## config.mk

```make
export PLATFORM = sky130hd
export DESIGN_NAME = gnss_binary_frame_parser_flat
export DESIGN_NICKNAME = d
export VERILOG_FILES = /design/src/hdl/gbfp_pkg.sv /design/src/hdl/gbfp_in_if.sv /design/src/hdl/gbfp_out_if.sv /design/src/hdl/gbfp_walk.sv /design/src/hdl/gnss_binary_frame_parser.sv /design/src/flat_wrapper.sv
export SDC_FILE = /design/constraint.sdc
export NUM_CORES = 2
export LEC_CHECK = 0
export ABC_CLOCK_PERIOD_IN_PS = 6100
export BUFFER_PORTS_ARGS = -buffer_cell sky130_fd_sc_hd__buf_2
export CORE_ASPECT_RATIO = 1.2
export CORE_UTILIZATION = 25
export CTS_CLUSTER_SIZE = 8
export DETAILED_ROUTE_END_ITERATION = 12
export SYNTH_ARGS = -nofsm -noshare
export SYNTH_HDL_FRONTEND = slang
export SYNTH_HIERARCHICAL = 1
export SYNTH_SLANG_ARGS = --single-unit
export TNS_END_PERCENT = 50
```

## constraint.sdc

```tcl
create_clock -name clk -period 6.1 [get_ports clk]
set_input_delay 1.22 -clock clk [delete_from_list [all_inputs] [get_ports clk]]
set_output_delay 1.22 -clock clk [all_outputs]
set_load 0.01 [all_outputs]
```

## src/hdl/gbfp_pkg.sv

```systemverilog
`timescale 1ns / 1ps

package gbfp_pkg;

	localparam int MAX_PAYLOAD = 512;
	localparam int ADDR_W = $clog2(MAX_PAYLOAD);
	localparam int LEN_W = $clog2(MAX_PAYLOAD + 1);

	localparam logic [7:0] SYNC_FIRST = 8'hB5;
	localparam logic [7:0] SYNC_SECOND = 8'h62;
	localparam logic [7:0] SAT_CLASS = 8'h01;
	localparam logic [7:0] SAT_ID = 8'h35;
	localparam int SAT_HDR_LEN = 8;
	localparam int SAT_REC_LEN = 12;
	localparam int SAT_COUNT_POS = 5;
	localparam int SAT_SIGNAL_POS = 2;

	typedef enum logic [2:0] {
		EV_NONE    = 3'd0,
		EV_SAT     = 3'd1,
		EV_OTHER   = 3'd2,
		EV_CKFAIL  = 3'd3,
		EV_ABANDON = 3'd4
	} event_t;

	typedef enum logic [3:0] {
		PH_HUNT    = 4'd0,
		PH_SYNC2   = 4'd1,
		PH_CLASS   = 4'd2,
		PH_ID      = 4'd3,
		PH_LEN_LO  = 4'd4,
		PH_LEN_HI  = 4'd5,
		PH_PAYLOAD = 4'd6,
		PH_CK_A    = 4'd7,
		PH_CK_B    = 4'd8
	} phase_t;

	typedef enum logic [2:0] {
		WK_IDLE,
		WK_RD_COUNT,
		WK_GET_COUNT,
		WK_CHECK,
		WK_ACC
	} walk_state_t;

	typedef struct packed {
		logic              en;
		logic [ADDR_W-1:0] addr;
		logic [7:0]        data;
	} store_wr_t;

	typedef struct packed {
		logic [31:0] frames_seen;
		logic [7:0]  sats_reported;
		logic [7:0]  sats_with_signal;
		logic [7:0]  best_signal;
	} summary_t;

endpackage

```

## src/hdl/gbfp_in_if.sv

```systemverilog
`timescale 1ns / 1ps

interface gbfp_in_if;
	logic       valid;
	logic       ready;
	logic [7:0] rx_byte;

	modport source(output valid, output rx_byte, input ready);
	modport sink(input valid, input rx_byte, output ready);
endinterface

```

## src/hdl/gbfp_out_if.sv

```systemverilog
`timescale 1ns / 1ps

interface gbfp_out_if;
	logic        valid;
	logic        ready;
	logic [2:0]  event_res;
	logic [7:0]  frame_class;
	logic [7:0]  frame_id;
	logic [31:0] sat_frames_seen;
	logic [7:0]  sats_reported;
	logic [7:0]  sats_with_signal;
	logic [7:0]  best_signal;

	modport source(output valid, output event_res, output frame_class, output frame_id,
		output sat_frames_seen, output sats_reported, output sats_with_signal,
		output best_signal, input ready);
	modport sink(input valid, input event_res, input frame_class, input frame_id,
		input sat_frames_seen, input sats_reported, input sats_with_signal,
		input best_signal, output ready);
endinterface

```

## src/hdl/gbfp_walk.sv

```systemverilog
`timescale 1ns / 1ps

module gbfp_walk (
	input  logic                          clk,
	input  logic                          arst_n,
	input  gbfp_pkg::store_wr_t           wr,
	input  logic                          start,
	input  logic [gbfp_pkg::LEN_W-1:0]    frame_len,
	output logic                          busy,
	output logic                          done,
	output gbfp_pkg::summary_t            summary
);
	import gbfp_pkg::*;

	logic [7:0] mem [MAX_PAYLOAD];
	logic [7:0] rd_data_q;
	logic [ADDR_W-1:0] rd_addr;

	walk_state_t state_q, state_d;
	logic [LEN_W-1:0] len_q, len_d;
	logic [LEN_W-1:0] offset_q, offset_d;
	logic [7:0] idx_q, idx_d;
	summary_t sum_q, sum_d;
	logic [LEN_W:0] rec_end;

	// Payload store: one write port from the framer, one registered read port for the walk.
	always_ff @(posedge clk) begin
		if (wr.en) begin
			mem[wr.addr] <= wr.data;
		end
		rd_data_q <= mem[rd_addr];
	end

	assign rec_end = {1'b0, offset_q} + (LEN_W+1)'(SAT_REC_LEN);

	always_comb begin
		state_d = state_q;
		len_d = len_q;
		offset_d = offset_q;
		idx_d = idx_q;
		sum_d = sum_q;
		done = 1'b0;
		rd_addr = ADDR_W'(offset_q + LEN_W'(SAT_SIGNAL_POS));
		case (state_q)
			WK_IDLE: begin
				if (start) begin
					len_d = frame_len;
					sum_d.frames_seen = sum_q.frames_seen + 32'd1;
					state_d = WK_RD_COUNT;
				end
			end
			WK_RD_COUNT: begin
				rd_addr = ADDR_W'(SAT_COUNT_POS);
				state_d = WK_GET_COUNT;
			end
			WK_GET_COUNT: begin
				sum_d.sats_reported = rd_data_q;
				sum_d.sats_with_signal = 8'd0;
				sum_d.best_signal = 8'd0;
				offset_d = LEN_W'(SAT_HDR_LEN);
				idx_d = 8'd0;
				state_d = WK_CHECK;
			end
			WK_CHECK: begin
				// The read of the signal byte is issued here whether or not the record is taken.
				if (idx_q < sum_q.sats_reported && rec_end <= {1'b0, len_q}) begin
					state_d = WK_ACC;
				end else begin
					done = 1'b1;
					state_d = WK_IDLE;
				end
			end
			WK_ACC: begin
				if (rd_data_q != 8'd0) begin
					sum_d.sats_with_signal = sum_q.sats_with_signal + 8'd1;
				end
				if (rd_data_q > sum_q.best_signal) begin
					sum_d.best_signal = rd_data_q;
				end
				offset_d = offset_q + LEN_W'(SAT_REC_LEN);
				idx_d = idx_q + 8'd1;
				state_d = WK_CHECK;
			end
			default: begin
				state_d = WK_IDLE;
			end
		endcase
	end

	always_ff @(posedge clk or negedge arst_n) begin
		if (!arst_n) begin
			state_q <= WK_IDLE;
			len_q <= '0;
			offset_q <= '0;
			idx_q <= '0;
			sum_q <= '0;
		end else begin
			state_q <= state_d;
			len_q <= len_d;
			offset_q <= offset_d;
			idx_q <= idx_d;
			sum_q <= sum_d;
		end
	end

	assign busy = (state_q != WK_IDLE);
	assign summary = sum_q;

endmodule

```

## src/hdl/gnss_binary_frame_parser.sv

```systemverilog
`timescale 1ns / 1ps
// The result of a byte is registered and shown in the cycle after the byte is accepted;
// the closing byte of a satellite frame is answered after its record walk.
// Throughput: one byte a cycle while results are taken; the closing byte of a satellite
// frame starts a record walk over the payload store for N records (N at most 42), with one
// store read per record, checked for nonzero and against the best; no byte is taken meanwhile.
// Reset clears the parser phase, sums, counts and summary; the payload store is not cleared.
module gnss_binary_frame_parser (
	input  logic        clk,
	input  logic        arst_n,
	gbfp_in_if.sink     rx_ch,
	gbfp_out_if.source  res_ch
);
	import gbfp_pkg::*;

	phase_t phase_q, phase_d;
	logic [7:0] class_q, class_d;
	logic [7:0] id_q, id_d;
	logic [LEN_W-1:0] len_q, len_d;
	logic [LEN_W-1:0] pos_q, pos_d;
	logic [7:0] suma_q, suma_d;
	logic [7:0] sumb_q, sumb_d;

	logic out_valid_q;
	event_t out_event_q, ev;
	logic [7:0] out_class_q, out_id_q, ev_class, ev_id;

	logic accept;
	logic walk_start, walk_busy, walk_done;
	store_wr_t wr;
	summary_t summary;
	logic [7:0] a_next, b_next;
	logic [15:0] new_len;
	logic [LEN_W-1:0] pos_inc;

	assign rx_ch.ready = !walk_busy && (!out_valid_q || res_ch.ready);
	assign accept = rx_ch.valid && rx_ch.ready;

	assign a_next = suma_q + rx_ch.rx_byte;
	assign b_next = sumb_q + a_next;
	assign new_len = {rx_ch.rx_byte, len_q[7:0]};
	assign pos_inc = pos_q + LEN_W'(1);

	always_comb begin
		phase_d = phase_q;
		class_d = class_q;
		id_d = id_q;
		len_d = len_q;
		pos_d = pos_q;
		suma_d = suma_q;
		sumb_d = sumb_q;
		ev = EV_NONE;
		ev_class = 8'd0;
		ev_id = 8'd0;
		walk_start = 1'b0;
		wr.en = 1'b0;
		wr.addr = pos_q[ADDR_W-1:0];
		wr.data = rx_ch.rx_byte;
		if (accept) begin
			case (phase_q)
				PH_HUNT: begin
					phase_d = (rx_ch.rx_byte == SYNC_FIRST) ? PH_SYNC2 : PH_HUNT;
				end
				PH_SYNC2: begin
					suma_d = 8'd0;
					sumb_d = 8'd0;
					if (rx_ch.rx_byte == SYNC_SECOND) begin
						phase_d = PH_CLASS;
					end else begin
						phase_d = PH_HUNT;
						class_d = 8'd0;
						id_d = 8'd0;
						len_d = '0;
						pos_d = '0;
						ev = EV_ABANDON;
					end
				end
				PH_CLASS: begin
					class_d = rx_ch.rx_byte;
					suma_d = a_next;
					sumb_d = b_next;
					phase_d = PH_ID;
				end
				PH_ID: begin
					id_d = rx_ch.rx_byte;
					suma_d = a_next;
					sumb_d = b_next;
					phase_d = PH_LEN_LO;
				end
				PH_LEN_LO: begin
					len_d = LEN_W'(rx_ch.rx_byte);
					suma_d = a_next;
					sumb_d = b_next;
					phase_d = PH_LEN_HI;
				end
				PH_LEN_HI: begin
					if (new_len > 16'(MAX_PAYLOAD)) begin
						ev = EV_ABANDON;
						ev_class = class_q;
						ev_id = id_q;
						phase_d = PH_HUNT;
						class_d = 8'd0;
						id_d = 8'd0;
						len_d = '0;
						pos_d = '0;
						suma_d = 8'd0;
						sumb_d = 8'd0;
					end else begin
						len_d = new_len[LEN_W-1:0];
						pos_d = '0;
						suma_d = a_next;
						sumb_d = b_next;
						phase_d = (new_len == 16'd0) ? PH_CK_A : PH_PAYLOAD;
					end
				end
				PH_PAYLOAD: begin
					wr.en = 1'b1;
					pos_d = pos_inc;
					suma_d = a_next;
					sumb_d = b_next;
					if (pos_inc >= len_q) begin
						phase_d = PH_CK_A;
					end
				end
				PH_CK_A: begin
					if (rx_ch.rx_byte == suma_q) begin
						phase_d = PH_CK_B;
					end else begin
						ev = EV_CKFAIL;
						ev_class = class_q;
						ev_id = id_q;
						phase_d = PH_HUNT;
						class_d = 8'd0;
						id_d = 8'd0;
						len_d = '0;
						pos_d = '0;
						suma_d = 8'd0;
						sumb_d = 8'd0;
					end
				end
				PH_CK_B: begin
					ev_class = class_q;
					ev_id = id_q;
					if (rx_ch.rx_byte != sumb_q) begin
						ev = EV_CKFAIL;
					end else if (class_q == SAT_CLASS && id_q == SAT_ID &&
							len_q >= LEN_W'(SAT_HDR_LEN)) begin
						ev = EV_SAT;
						walk_start = 1'b1;
					end else begin
						ev = EV_OTHER;
					end
					phase_d = PH_HUNT;
					class_d = 8'd0;
					id_d = 8'd0;
					len_d = '0;
					pos_d = '0;
					suma_d = 8'd0;
					sumb_d = 8'd0;
				end
				default: begin
					phase_d = PH_HUNT;
					class_d = 8'd0;
					id_d = 8'd0;
					len_d = '0;
					pos_d = '0;
					suma_d = 8'd0;
					sumb_d = 8'd0;
				end
			endcase
		end
	end

	always_ff @(posedge clk or negedge arst_n) begin
		if (!arst_n) begin
			phase_q <= PH_HUNT;
			class_q <= 8'd0;
			id_q <= 8'd0;
			len_q <= '0;
			pos_q <= '0;
			suma_q <= 8'd0;
			sumb_q <= 8'd0;
		end else begin
			phase_q <= phase_d;
			class_q <= class_d;
			id_q <= id_d;
			len_q <= len_d;
			pos_q <= pos_d;
			suma_q <= suma_d;
			sumb_q <= sumb_d;
		end
	end

	// A satellite frame's result is held back until the walk has refreshed the summary.
	always_ff @(posedge clk or negedge arst_n) begin
		if (!arst_n) begin
			out_valid_q <= 1'b0;
		end else if (walk_done) begin
			out_valid_q <= 1'b1;
		end else if (accept) begin
			out_valid_q <= !walk_start;
		end else if (res_ch.ready) begin
			out_valid_q <= 1'b0;
		end
	end

	always_ff @(posedge clk) begin
		if (accept) begin
			out_event_q <= ev;
			out_class_q <= ev_class;
			out_id_q <= ev_id;
		end
	end

	gbfp_walk u_walk (
		.clk       (clk),
		.arst_n    (arst_n),
		.wr        (wr),
		.start     (walk_start),
		.frame_len (len_q),
		.busy      (walk_busy),
		.done      (walk_done),
		.summary   (summary)
	);

	assign res_ch.valid = out_valid_q;
	assign res_ch.event_res = out_event_q;
	assign res_ch.frame_class = out_class_q;
	assign res_ch.frame_id = out_id_q;
	assign res_ch.sat_frames_seen = summary.frames_seen;
	assign res_ch.sats_reported = summary.sats_reported;
	assign res_ch.sats_with_signal = summary.sats_with_signal;
	assign res_ch.best_signal = summary.best_signal;

	a_no_byte_during_walk: assert property (@(posedge clk) disable iff (!arst_n)
		walk_busy |-> !rx_ch.ready)
		else $error("byte taken while the record walk runs");

	a_walk_after_start: assert property (@(posedge clk) disable iff (!arst_n)
		walk_start |=> walk_busy && !res_ch.valid)
		else $error("record walk did not start or a result was shown early");

	a_result_after_walk: assert property (@(posedge clk) disable iff (!arst_n)
		walk_done |=> res_ch.valid && res_ch.event_res == EV_SAT)
		else $error("satellite result missing after the walk");

	a_store_write_in_payload: assert property (@(posedge clk) disable iff (!arst_n)
		wr.en |-> accept && phase_q == PH_PAYLOAD)
		else $error("payload store written outside the payload phase");

endmodule
```

## src/flat_wrapper.sv

```systemverilog
// flat-port wrapper written by rule: the top's interface ports become plain ports
module gnss_binary_frame_parser_flat import gbfp_pkg::*;
  (clk, arst_n, rx_ch_valid, rx_ch_rx_byte, rx_ch_ready, res_ch_valid, res_ch_event_res, res_ch_frame_class, res_ch_frame_id, res_ch_sat_frames_seen, res_ch_sats_reported, res_ch_sats_with_signal, res_ch_best_signal, res_ch_ready);
  gbfp_in_if rx_ch_i ();
  gbfp_out_if res_ch_i ();
  input  logic clk;
  input  logic arst_n;
  input wire logic [$bits(rx_ch_i.valid)-1:0] rx_ch_valid;
  input wire logic [$bits(rx_ch_i.rx_byte)-1:0] rx_ch_rx_byte;
  output wire logic [$bits(rx_ch_i.ready)-1:0] rx_ch_ready;
  output wire logic [$bits(res_ch_i.valid)-1:0] res_ch_valid;
  output wire logic [$bits(res_ch_i.event_res)-1:0] res_ch_event_res;
  output wire logic [$bits(res_ch_i.frame_class)-1:0] res_ch_frame_class;
  output wire logic [$bits(res_ch_i.frame_id)-1:0] res_ch_frame_id;
  output wire logic [$bits(res_ch_i.sat_frames_seen)-1:0] res_ch_sat_frames_seen;
  output wire logic [$bits(res_ch_i.sats_reported)-1:0] res_ch_sats_reported;
  output wire logic [$bits(res_ch_i.sats_with_signal)-1:0] res_ch_sats_with_signal;
  output wire logic [$bits(res_ch_i.best_signal)-1:0] res_ch_best_signal;
  input wire logic [$bits(res_ch_i.ready)-1:0] res_ch_ready;
  assign rx_ch_i.valid = rx_ch_valid;
  assign rx_ch_i.rx_byte = rx_ch_rx_byte;
  assign rx_ch_ready = rx_ch_i.ready;
  assign res_ch_valid = res_ch_i.valid;
  assign res_ch_event_res = res_ch_i.event_res;
  assign res_ch_frame_class = res_ch_i.frame_class;
  assign res_ch_frame_id = res_ch_i.frame_id;
  assign res_ch_sat_frames_seen = res_ch_i.sat_frames_seen;
  assign res_ch_sats_reported = res_ch_i.sats_reported;
  assign res_ch_sats_with_signal = res_ch_i.sats_with_signal;
  assign res_ch_best_signal = res_ch_i.best_signal;
  assign res_ch_i.ready = res_ch_ready;
  gnss_binary_frame_parser u_core (.clk(clk), .arst_n(arst_n), .rx_ch(rx_ch_i), .res_ch(res_ch_i));
endmodule
```

==> results.md <==
* Die Ht at 493.5 um
* Detail Route Antenna Nets at 0
* Worst hold path type: flop to flop
* Die ar. at 203100 um2
* Post-Layout Inst Area at 58630 um2
* Max_cap viols at 0
* Clock tree buffer depth at 3
* Yosys cell types at 88
* Critical path arrival at 4770 ps
* Top cells by area, synth: edfxtp_1 64%, dfrtp_1 7.1%, mux4_2 6.3%
* VDD IR-drop max at 213.4 uV
* Hold_ws at 477.1 ps
* Final hold vios at 0
* Register area at 35770 um2
* # rows at 180
* I/O pin count at 89
* Final setup vio count at 0
* Initial antenna violation count at 7
* Post-synth top cells: 1067 x edfxtp_1, 219 x nand2_1, 210 x nor2_1
* Nets at 3350
* Run status: finished clean
* Fraction of registers with async set or reset after synthesis at 11.67%
* Pwr Total at 0.01785 W
* Dpl hpwl at 92.96 mm
* Max Freq at 243.1 MHz
* CTS clk-pin slew, worst paths at 50 ps
* WS Path Type: flop to flop
* H-tree levels at 4
* Via count at 29660
* R2R depth at 9
* Rel. slew slack at 3.803%
* Period utilisation layout at 67.44%
* Static leakage at 19.00 nW
* GRT Util Overall at 14.18%
* Worst Hold Depth at 1
* Main synth FF type: edfxtp_1
* Reg2Reg Setup Slack at 1990 ps
* Worst endpoint required time at 6760 ps
* Crit-path max FO at 24
* Cts repair resizes at 0
* Die Wd at 411.6 um
* Fin util at 29.28%
* Total Wirelength at 146.9 mm
* Post-CTS setup repair buffer count at 0
* Yosys warns at 6
* DRC Markers at 0
* Synth top area share at 63.67%
* Post-synth EDFFs at 1067
* Unrepaired setup endpoints after global routing: no
* Reg power frac at 51.0%
* # fillers at 19640
* Area occupied by multi-input gates at 13370 um2
* Global-route wire length before repair at 211.0 mm
* Worst-skew pair later-pin latency at 790 ps
* Net Sw Frac at 20.36%
* Cell Pwr Density at 304.4 nW/um2
* Most numerous cell in the Yosys netlist: edfxtp_1
* Vias in the first global route at 29810
* Clk root buf: clkbuf_16
* Combinational Power Share at 1.3%
* Initial DRC count at 3228
* Drt wl/cell at 24.51 um
* Post-Syn Area at 50320 um2
* Sink Count at 1217
* Placed cell areas at 53910 um2
* Avg Inst Size Synth at 16.01 um2
* DRT Pass-1 Iters at 6
* Port-buffer cells at 88
* Net Switching at 0.003633 W
* Clock Skew at 36.53 ps
* Overflow after GRT at 0
* Fraction of layout cells with a size suffix above 1 at 17.37%
* Clock power share at 47.7%
* Int Power at 0.01421 W
* Startpoint Class: flop
* Hold_buf cts at 0
* Post-route setup TNS at 0 ps
* Layout area overhead at 16.50%
* Slew @ Worst Pin at 1440 ps
* CP Capture Type: flop
* Synth area leader: edfxtp_1
* Cts bufs inserted at 170
* Largest net degree at the start of global routing at 108
* Mapped Nets at 3209
* Fin. max-slew vios at 0
* Synth Instances at 3143
* Vias per cell at 4.948
* Core Box Area at 200200 um2
* Final worst path period need at 4114 ps
* Initial Util at 25.13%
* GPL Wtd Cong at 0.9045
* Yosys reg bits at 1217
* Sequential-to-total area share from yosys stat at 71.05%
* CTS tree: done
[sequential cells by signal (all words and copies together), names as in the netlist, 4 cells and up]
register and count:
u_core/u_walk/rd_data_q 8, u_core/id_q 8, u_core/res_ch.frame_class 8, u_core/u_walk/idx_q 8, u_core/phase_q 4, u_core/u_walk/offset_q 8
u_core/len_q 10, u_core/class_q 8, u_core/pos_q 10, u_core/sumb_q 8, u_core/u_walk/summary 56, u_core/u_walk/len_q 10
u_core/suma_q 8, u_core/u_walk/mem 1048, u_core/res_ch.frame_id 8
[cell usage in the layout (no fill, tap or decap), types with 50 or more instances in the layout]
cell       synthesis  routed
clkbuf_16          0     172
ha_1              52      52
xnor2_1           50      50
buf_4             31      86
clkbuf_1         103      53
nand2_1          219     216
a21oi_1           76      76
edfxtp_1        1067    1067
mux2i_1          194     194
dfrtp_1          142     139
nor2_1           210     206
o21ai_0          118     118
mux4_2           140     140
buf_2             52      79
nand3_1           50      50
inv_1             74      73
[power by group through the flow]
stage,sequential (W),clock [W],combinational [W]
after detailed placement,0.00926,0,0.000238
after floorplan,0.00926,0,0.0000369
after CTS,0.00911,0.00866,0.000238
after global placement,0.00926,0,0.000233
after global routing,0.00910,0.00898,0.000252
final,0.00911,0.00850,0.000233
[per-layer routing]
layer | GRT usage (%) | routed length [um]
met5 | 0 | 17
met4 | 7.844 | 8350
met3 | 3.025 | 12130
met2 | 23.21 | 70370
met1 | 17.33 | 56060
[path summary, 6_finish.rpt]
check,end,start
min in group asynchronous,u_core/u_walk/summary[44],arst_n
setup reg to reg,u_core/u_walk/rd_data_q[4],u_core/u_walk/state_q[2]
max in group asynchronous,u_core/u_walk/offset_q[4],arst_n
setup / recovery,u_core/u_walk/rd_data_q[4],u_core/u_walk/state_q[2]
hold reg to reg,u_core/u_walk/summary[55],u_core/u_walk/summary[55]
hold / removal,u_core/u_walk/summary[55],u_core/u_walk/summary[55]
[layout make-up]
type                    count  area share, %
repair buffers            173          2.034
diodes                      5        0.02134
well taps                2639          5.632
flip-flops and latches   1217          61.01
clock inverters            13         0.3372
clock buffers             225          7.681
inverters                  76         0.4866
multi-input cells        1646          22.80
[cell families after synthesis]
| kind of cell | synth area share [%] |
|---|---|
| xor gates and xnor gates | 1.288 |
| AOI/OAI and AO/OA | 6.748 |
| DFF | 71.05 |
| and+or+nand+nor | 5.915 |
| adders and majority gates | 1.372 |
| buffers and inverters | 2.496 |
| muxes | 11.13 |
[worst max-delay path: stages, from the launching register on]
cell	delay [ps]
dfrtp_1	530
or3b_1	770
nand2_2	450
buf_4	280
buf_4	440
o221ai_1	270
o21ai_0	270
o22ai_1	160
o211a_1	270
or4_1	500
[through the flow]
stage / worst slack, ps / std cells
2_1_floorplan: 2157 / 3143
3_3_place_gp: 1693 / 5751
3_5_place_dp: 1636 / 5751
4_1_cts: 1956 / 5989
5_1_grt: 1781 / 5990
6_report: 1986 / 5994
(Power assumes the default switching activity.)
